$ cat src/sv/rfo_pkg.sv
// rfo_pkg: shared types and constants of the rectangle fill/outline raster unit
// used by the channel interfaces, the controller, the datapath and the top level
package rfo_pkg;

  // default sizes of the frame store and the fixed-point format
  localparam int DEF_MAX_WIDTH  = 512;
  localparam int DEF_MAX_HEIGHT = 512;
  localparam int DEF_FRAC_BITS  = 8;

  // field widths
  localparam int CMD_W    = 2;
  localparam int COORD_W  = 20;
  localparam int CHAR_W   = 8;
  localparam int PIXEL_W  = 9;
  localparam int SIZE_W   = 10;
  localparam int CFG_IDX_W = 2;
  localparam int CFG_DATA_W = 10;

  // register reset values
  localparam logic [SIZE_W-1:0] FRAME_SIZE_RESET = 10'd512;
  localparam logic [CHAR_W-1:0] BG_CHAR_RESET    = 8'd32;

  // configuration register indexes
  localparam logic [CFG_IDX_W-1:0] CFG_FRAME_WIDTH  = 2'd0;
  localparam logic [CFG_IDX_W-1:0] CFG_FRAME_HEIGHT = 2'd1;
  localparam logic [CFG_IDX_W-1:0] CFG_BG_CHAR      = 2'd2;

  // commands
  typedef enum logic [CMD_W-1:0] {
    CMD_CLEAR = 2'd0,
    CMD_DRAW  = 2'd1,
    CMD_READ  = 2'd2
  } cmd_t;

  // controller states
  typedef enum logic [2:0] {
    ST_IDLE,
    ST_SETUP,
    ST_SCAN,
    ST_READ,
    ST_FINISH
  } state_t;

  // controller to datapath
  typedef struct packed {
    logic in_ready;
    logic scan_en;
    logic rd_en;
    logic load_out;
  } ctrl_cmd_t;

  // datapath to controller
  typedef struct packed {
    logic in_valid;
    cmd_t cmd;
    logic size_bad;
    logic scan_last;
    logic out_free;
  } dp_status_t;

endpackage

$ cat src/sv/rfo_ctrl.sv
// rfo_ctrl: command sequencer of the raster unit
// depends on rfo_pkg; drives the datapath through ctrl_cmd_t, watches dp_status_t
module rfo_ctrl (
  input  logic                   clk,
  input  logic                   rst,
  input  rfo_pkg::dp_status_t    status,
  output rfo_pkg::ctrl_cmd_t     ctrl
);
  import rfo_pkg::*;

  state_t state;
  state_t state_next;

  // state register
  always_ff @(posedge clk) begin
    if (rst) begin
      state <= ST_IDLE;
    end else begin
      state <= state_next;
    end
  end

  // next state and commands
  always_comb begin
    state_next = state;
    ctrl       = '0;
    unique case (state)
      ST_IDLE: begin
        ctrl.in_ready = 1'b1;
        if (status.in_valid) begin
          state_next = ST_SETUP;
        end
      end
      ST_SETUP: begin
        // bounds are registered this cycle, dispatch on the held command
        unique case (status.cmd)
          CMD_CLEAR: state_next = ST_SCAN;
          CMD_DRAW:  state_next = status.size_bad ? ST_FINISH : ST_SCAN;
          CMD_READ:  state_next = ST_READ;
          default:   state_next = ST_FINISH;
        endcase
      end
      ST_SCAN: begin
        ctrl.scan_en = 1'b1;
        if (status.scan_last) begin
          state_next = ST_FINISH;
        end
      end
      ST_READ: begin
        ctrl.rd_en = 1'b1;
        state_next = ST_FINISH;
      end
      ST_FINISH: begin
        if (status.out_free) begin
          ctrl.load_out = 1'b1;
          state_next    = ST_IDLE;
        end
      end
      default: begin
        state_next = ST_IDLE;
      end
    endcase
  end

endmodule

$ cat config.mk
export PLATFORM = sky130hd
export DESIGN_NAME = rfo_ctrl
export DESIGN_NICKNAME = d
export VERILOG_FILES = /design/src/sv/rfo_pkg.sv /design/src/sv/rfo_ctrl.sv
export SDC_FILE = /design/constraint.sdc
export NUM_CORES = 1
export LEC_CHECK = 0
export BUFFER_PORTS_ARGS = -buffer_cell sky130_fd_sc_hd__buf_2
export CAP_MARGIN = 20
export CORE_AREA = 5 5 42 44
export CTS_BUF_LIST = sky130_fd_sc_hd__clkbuf_2 sky130_fd_sc_hd__clkbuf_4 sky130_fd_sc_hd__clkbuf_8
export CTS_CLUSTER_DIAMETER = 50
export DETAILED_ROUTE_END_ITERATION = 7
export DIE_AREA = 0 0 47 49
export GPL_TIMING_DRIVEN = 1
export SYNTH_ARGS = -nofsm -noshare
export SYNTH_HDL_FRONTEND = slang
export SYNTH_SLANG_ARGS = --single-unit
export TNS_END_PERCENT = 10
$ cat constraint.sdc
create_clock -name clk -period 1 [get_ports clk]
set_input_delay 0.1 -clock clk [delete_from_list [all_inputs] [get_ports clk]]
set_output_delay 0.1 -clock clk [all_outputs]
set_load 0.02 [all_outputs]
==> results.toml, run 1 <==
[global_route]
grt_antenna_before_repair = 0
grt_max_degree = 10
grt_pass1_vias = 260
grt_overflow = 0
grt_pass1_wl_um = 993
grt_use_total_pct = 6.610

[place]
placed_cell_area_um2 = 311.5
globalplace.congestion = 0.7652
placed_cells = 53
port_buffers = 11
post-dp-hpwl_um = 473.1

[floorplanning]
dieArea_um2 = 2303
start_util_pct = 16.79
io_pins = 12
fp.dieH_um = 49
rows = 14
die_w_um = 47
core_um2 = 1401

[finish]
largest_reg_flops = 3
nNetsFinal = 53
n_fill_cell = 164
top_regs = "state (3)"
regMostFlops = "state"
stdcell_area_um2 = 416.7
fin_util_pct = 29.73
drive_gt1_share_pct = 75.00
fin_cells = 60
area.growth.synth_to_final_pct = 77.13
antenna_cells = 0

[logic_synthesis]
synth-edff-count = 0
ys.flop_type = "dfxtp_1"
syn_area_um2 = 235.2
ys_seq_area_share_pct = 25.53
yosysWarnings = 0
synth.distinct_cells = 19
synthTopCellsByCount = "dfxtp_1, nand2_1, nor3_1, o22ai_1"
synth_top_area_cell = "dfxtp_1"
synth_fp_nets = 33
syn_avg_cell_area_um2 = 9.409
async_reset_ff_share_pct = 0
synthTopCellsByArea = "dfxtp_1, nor4b_4, buf_8"
syn-instance-count = 25
ys_ff_latch = 3
yosysTopAreaCellShare_pct = 25.53

[power]
p_leak_nw = 0.1854
power_density_nw_per_um2 = 1336
vdd_drop_max_v = 0.0003856
finalPower_mw = 0.5567

[detailed_routing]
ant_nets = 0
via_count = 246
drc_errors = 0
drt-initial-drc-count = 0
first_pass_iters = 1
wire_per_inst_um = 10.03
via_per_inst = 4.100
drt-total-wl_um = 602

[worst_setup_path]
cp_max_fo = 4
arrival_ps = 1020
cp-start-kind = "flip-flop"
critical_path_class = "flip-flop to output pin"
end_kind = "output pin"
cp.required_ps = 900

[sta]
final.period_utilization_pct = 111.7
slew-limit-headroom_pct = 88.34
clock.fmax_mhz = 895.4
layout_setup_ws_ps = -116.8
worst_pin_slew_ps = 174.1
rsz0062_at_grt = "true"
clock_skew_ps = 2.247
finalHoldViolCount = 0
period_minus_slack_ps = 1117
setup_viol = 6
slew_violations = 0

[status]
status = "finished with violations"
violations = "setup timing"

[run]
max-cap-violations = 0

[clock_network]
cts_buffer_depth = 2
postCtsHoldBufs = 0
root_buffer = "clkbuf_4"
cts.sinks = 3
cts_inserted_buffers = 3
htreeDepth = 1
clock_latency_ps = 240
cts_tree = "yes"
worst_setup_hold_path_clk_slew_ps = 40

[min_path]
hp-class = "primary input to flip-flop"
[worst paths after layout]
kind / cells after the start / from / slack, ps / end
setup reg to reg: 4 / state[2] / -20 / state[0]
hold reg to reg: 1 / state[1] / 630 / state[0]
setup / recovery: 3 / state[0] / -120 / ctrl[2]
hold / removal: 2 / rst / 80 / state[2]
[power by group]
group	switching [mW]	total, mW	internal, mW	leakage [nW]
clock network	0.0665	0.243	0.177	0.0184
logic	0.0677	0.166	0.0980	0.140
registers	0.0180	0.148	0.130	0.0267
[cells in the final DEF, fill, tap and decap left out, drive strengths merged]
cell	instances
o22ai	2
nor3b	1
dfxtp	3
clkbuf	4
and3	1
o21a	1
and4bb	1
and3b	1
nand2	3
nor2	2
a31o	1
nor4b	1
inv	1
buf	18
nor3	2
a31oi	1
mux2i	1
[metrics by stage]
stage / TNS, ps / hold slack (ps) / setup slack (ps)
final: -340.2 / 81.84 / -116.8
after global routing: -683.1 / 86.42 / -143.4
after CTS: -434.9 / 71.16 / -125.6
after detailed placement: -92.29 / 331.6 / -56.91
after global placement: -31.34 / 343.2 / -16.83
after floorplan: -50.94 / 213.7 / -28.79
[final cells by class]
cell class | instances | area, um^2 | share of cell area, %
tap | 16 | 20.02 | 4.805
inverter | 1 | 3.754 | 0.9009
timing repair buffer | 18 | 133.9 | 32.13
multi-input combinational | 18 | 157.7 | 37.84
sequential | 3 | 71.32 | 17.12
clock buffer | 4 | 30.03 | 7.207
[per-layer routing]
metal  routed length (um)  track usage (%)  vias to the layer above
met4                   27            9.677                        0
met5                    0                0                        -
met1                  259            7.221                      105
met2                  281            8.145                       10
met3                   33            1.476                        2
li1                     -                -                      129
[critical path: stages (launching register included)]
cell and delay [ps]:
dfxtp_4 340, buf_6 120, nor3b_2 160, buf_4 160
[kinds of logic (layout without fill, tap and decap cells)]
group | Yosys count | in the layout | share of synthesized area [%]
mux | 1 | 1 | 4.255
compound gates | 5 | 5 | 14.90
flops | 3 | 3 | 25.53
buf+inv | 4 | 23 | 15.95
simple gates | 12 | 12 | 39.36
[what timing repair did]
action                     4_1_cts  5_1_grt
hold endpoints to repair         0        0
pin swaps                        3        0
resized for setup               11        7
setup endpoints to repair        6        7
setup buffers                    3        0
(Power assumes the default switching activity.)
==> run 2: changes to the inputs <==
Settings changed: HOLD_SLACK_MARGIN set to 0.06, MAX_ROUTING_LAYER set to met4.
==> run 2 against run 1 <==
The flow still finishes with violations (setup timing); fmax stayed put; total power stayed put; hold slack stayed put; wire length stayed put; non-clock buffer count stayed put; highest routed layer unchanged.
==> results.toml, run 2 (synthesis gave the netlist of run 1 again) <==
[status]
status = "finished with violations"
violations = "setup timing"

[clock_network]
cts.sinks = 3
clock_latency_ps = 240
cts_tree = "yes"
cts_buffer_depth = 2
worst_setup_hold_path_clk_slew_ps = 40
htreeDepth = 1
cts_inserted_buffers = 3
root_buffer = "clkbuf_4"

[worst_setup_path]
cp_slowest_cell = "dfxtp_4"
arrival_ps = 1020
cp-start-kind = "flip-flop"
cp_top_family = "flip-flops"
path_cells = "buf_6, nor3b_2, buf_4"
crit_cells = 3
end_kind = "output pin"
r2r_cells = 4
cp_num_buf_inv = 2
cpPeakStageDelay_ps = 340
cp_max_fo = 4
cp.required_ps = 900
critical_path_class = "flip-flop to output pin"

[detailed_routing]
drt-total-wl_um = 602
via_per_inst = 4.100
via_count = 246
drc_errors = 0
ant_nets = 0
drt-initial-drc-count = 0
wire_per_inst_um = 10.03
first_pass_iters = 1

[sta]
final.period_utilization_pct = 111.7
fin_tns_setup_ps = -340.2
worst_pin_slew_ps = 174.1
clock_skew_ps = 2.247
finalHoldViolCount = 0
rsz0062_at_grt = "true"
clock.fmax_mhz = 895.4
slew_violations = 0
slew-limit-headroom_pct = 88.34
period_minus_slack_ps = 1117
layout_setup_ws_ps = -116.8
setup_viol = 6
holdWs_ps = 81.84

[finish]
antenna_cells = 0
n_fill_cell = 164
multi_input_area_um2 = 157.7
stdcell_area_um2 = 416.7
top_regs = "state (3)"
nNetsFinal = 53
largest_reg_flops = 3
area.growth.synth_to_final_pct = 77.13
fin_cells = 60
seqCellArea_um2 = 71.32
regMostFlops = "state"
final_cell_mix = "buf_2, buf_4, buf_6, clkbuf_4"
fin_util_pct = 29.73
drive_gt1_share_pct = 75.00
final_common_cell = "buf_2"

[place]
placed_cells = 53
pre_cts_ws_ps = -56.91
placed_cell_area_um2 = 311.5
port_buffers = 11
post-dp-hpwl_um = 473.1
globalplace.congestion = 0.7754

[floorplanning]
start_util_pct = 16.79
die_w_um = 47
core_um2 = 1401
dieArea_um2 = 2303
io_pins = 12
fp.dieH_um = 49
rows = 14

[min_path]
hp-class = "primary input to flip-flop"
worstHoldPathCells = 2

[global_route]
grt_pass1_wl_um = 993
grt_pass1_vias = 260
grtUsageMet2_pct = 8.145
grt_max_degree = 10
grt_use_total_pct = 6.777
grt_use_met1_pct = 7.440
grt_overflow = 0
grt_busiest_layer = "met4"
grt_antenna_before_repair = 0
use_met3_pct = 1.107

[power]
finalPower_mw = 0.5567
power_density_nw_per_um2 = 1336
p_leak_nw = 0.1854
vdd_drop_max_v = 0.0003856

[run]
max-cap-violations = 0
==> run 2: cell counts in the layout (fill, tap and decap cells not counted) <==
No cell type changed its count.
==> run 2: what timing repair did <==
action | 4_1_cts | 5_1_grt
gates resized for setup | 11 | 7
hold buffers | 0 | 0
pin swaps | 3 | 0
endpoints found under the setup margin | 6 | 7
setup buffers | 3 | 0
==> run 2: where the power goes <==
part           internal [mW]  switching [mW]
logic                 0.0980          0.0677
clock network          0.177          0.0665
registers              0.130          0.0180
==> run 2: layout make-up <==
type                    count  share of cell area (%)
multi-input cells          18                   37.84
repair buffers             18                   32.13
flip-flops and latches      3                   17.12
clock buffers               4                   7.207
well taps                  16                   4.805
inverters                   1                  0.9009
==> run 2: final timing paths <==
| check | to | slack [ps] | from |
|---|---|---|---|
| min | state[2] | 80 | rst |
| max reg2reg | state[0] | -20 | state[2] |
| min reg2reg | state[0] | 630 | state[1] |
| max | ctrl[2] | -120 | state[0] |
==> run 2: routing by layer <==
metal / routed length [um] / up-vias
met2: 281 / 10
met1: 265 / 105
li1: - / 129
met3: 27 / 2
met5: 0 / -
met4: 27 / 0
==> run 3: changes to the inputs <==
Settings changed: PLACE_DENSITY_LB_ADDON set to 0.3.
==> run 3 against run 2 <==
Sequential share of layout area rose by 0.42 points; combinational power is 9.6% lower; first-iteration DRC count rose by 3; highest routed layer is now met3; sequential power barely moved; critical path type unchanged; register-to-register slack about the same; the flow still finishes with violations (setup timing); sequential cell count did not move; largest cell class unchanged; clock skew is 2.2 ps lower.
==> results.toml, run 3 (synthesis gave the netlist of run 1 again) <==
[clock_network]
root_buffer = "clkbuf_4"
cts_inserted_buffers = 3
cts_buffer_depth = 2
cts.sinks = 3
cts_tree = "yes"
worst_setup_hold_path_clk_slew_ps = 40
postCtsHoldBufs = 0
htreeDepth = 1
clock_latency_ps = 230

[finish]
stdcell_area_um2 = 406.6
fin_util_pct = 29.02
final_common_cell = "buf_4"
regMostFlops = "state"
antenna_cells = 0
top_regs = "state (3)"
final_cell_mix = "buf_4, buf_2, clkbuf_4"
nNetsFinal = 53
drive_gt1_share_pct = 75.00
largest_reg_flops = 3
area.growth.synth_to_final_pct = 72.87

[floorplanning]
fp.dieH_um = 49
rows = 14
io_pins = 12
start_util_pct = 16.79
core_um2 = 1401
dieArea_um2 = 2303
die_w_um = 47

[min_path]
hp-class = "primary input to flip-flop"
min_to = "state[2]"
worstHoldPathCells = 2
hold_start = "rst"

[detailed_routing]
wire_per_inst_um = 11.53
via_per_inst = 4.367
drc_errors = 0
drt-total-wl_um = 692
ant_nets = 0
first_pass_iters = 2
via_count = 262
drt-initial-drc-count = 3

[status]
violations = "setup timing"
status = "finished with violations"

[power]
power_density_nw_per_um2 = 1332
p_leak_nw = 0.1853
vdd_drop_max_v = 0.0007472

[sta]
slew-limit-headroom_pct = 88.50
rsz0062_at_grt = "true"
holdWs_ps = 91.39
clock_skew_ps = 0.07133
setup_viol = 6
period_minus_slack_ps = 1115
fin_tns_setup_ps = -379.5
layout_setup_ws_ps = -114.6
slew_violations = 0
worst_pin_slew_ps = 171.7
finalHoldViolCount = 0
clock.fmax_mhz = 897.2
final.period_utilization_pct = 111.5

[place]
placed_cell_area_um2 = 304.0
post-dp-hpwl_um = 441.6
globalplace.congestion = 0.7772
port_buffers = 11

[run]
max-cap-violations = 0

[global_route]
grt_use_total_pct = 6.494
grt_antenna_before_repair = 0
grt_max_degree = 10
grt_overflow = 0
grt_pass1_vias = 237
grt_pass1_wl_um = 1021

[worst_setup_path]
critical_path_class = "flip-flop to output pin"
r2r_cells = 4
cp.required_ps = 900
cp-start-kind = "flip-flop"
arrival_ps = 1010
reg2reg_to = "state[0]"
cp_max_fo = 5
startpoint = "state[2]"
worstReg2RegStart = "state[2]"
end_kind = "output pin"
reg2reg_slack_ps = -30
run 3: cell counts in the layout (fill, tap and decap cells not counted):
No cell type changed its count.
run 3: per-layer routing:
layer  track usage, %  wire length [um]  vias to the layer above
met4            1.382                 0                        0
met3            5.535                80                        0
li1                 -                 -                      127
met1            8.772               312                      121
met5                -                 0                        -
met2            7.240               299                       14
run 3: final cells by class:
| cell class | count | area (um^2) |
|---|---|---|
| tap | 16 | 20.02 |
| clock buffer | 4 | 30.03 |
| inverter | 1 | 3.754 |
| timing repair buffer | 18 | 128.9 |
| multi-input combinational | 18 | 152.6 |
| fill | 163 | 994.7 |
| sequential | 3 | 71.32 |
run 3: power breakdown:
part,internal [mW],switching [mW],total (mW),leakage (nW)
registers,0.130,0.0209,0.151,0.0267
logic,0.0874,0.0625,0.150,0.140
clock network,0.177,0.0642,0.241,0.0184
total,0.394,0.148,0.541,0.185
run 3: worst max path at each step:
stage | to | depth (start not counted)
2_1_floorplan | ctrl[0] | 3
3_3_place_gp | state[1] | 2
3_5_place_dp | state[0] | 3
4_1_cts | ctrl[2] | 3
5_1_grt | ctrl[2] | 3
6_report | ctrl[2] | 3
run 3: critical path, cell delays in order, from the launching register on:
cell and delay, ps:
dfxtp_4 350, buf_6 120, nor3b_2 160, buf_4 160
run 3: stage by stage:
stage | std cells | worst slack (ps) | power [mW]
floorplan | 25 | -28.79 | 0.2319
global route | 60 | -189.3 | 0.5792
detailed placement | 52 | -64.46 | 0.2635
CTS | 59 | -132.7 | 0.5436
finish | 60 | -114.6 | 0.5415
global placement | 52 | -52.12 | 0.2637
run 3: what timing repair did:
item                                    in CTS  in global routing
resized for setup                           11                  4
endpoints found under the setup margin       6                  6
setup buffers                                3                  1
pin swaps                                    2                  3
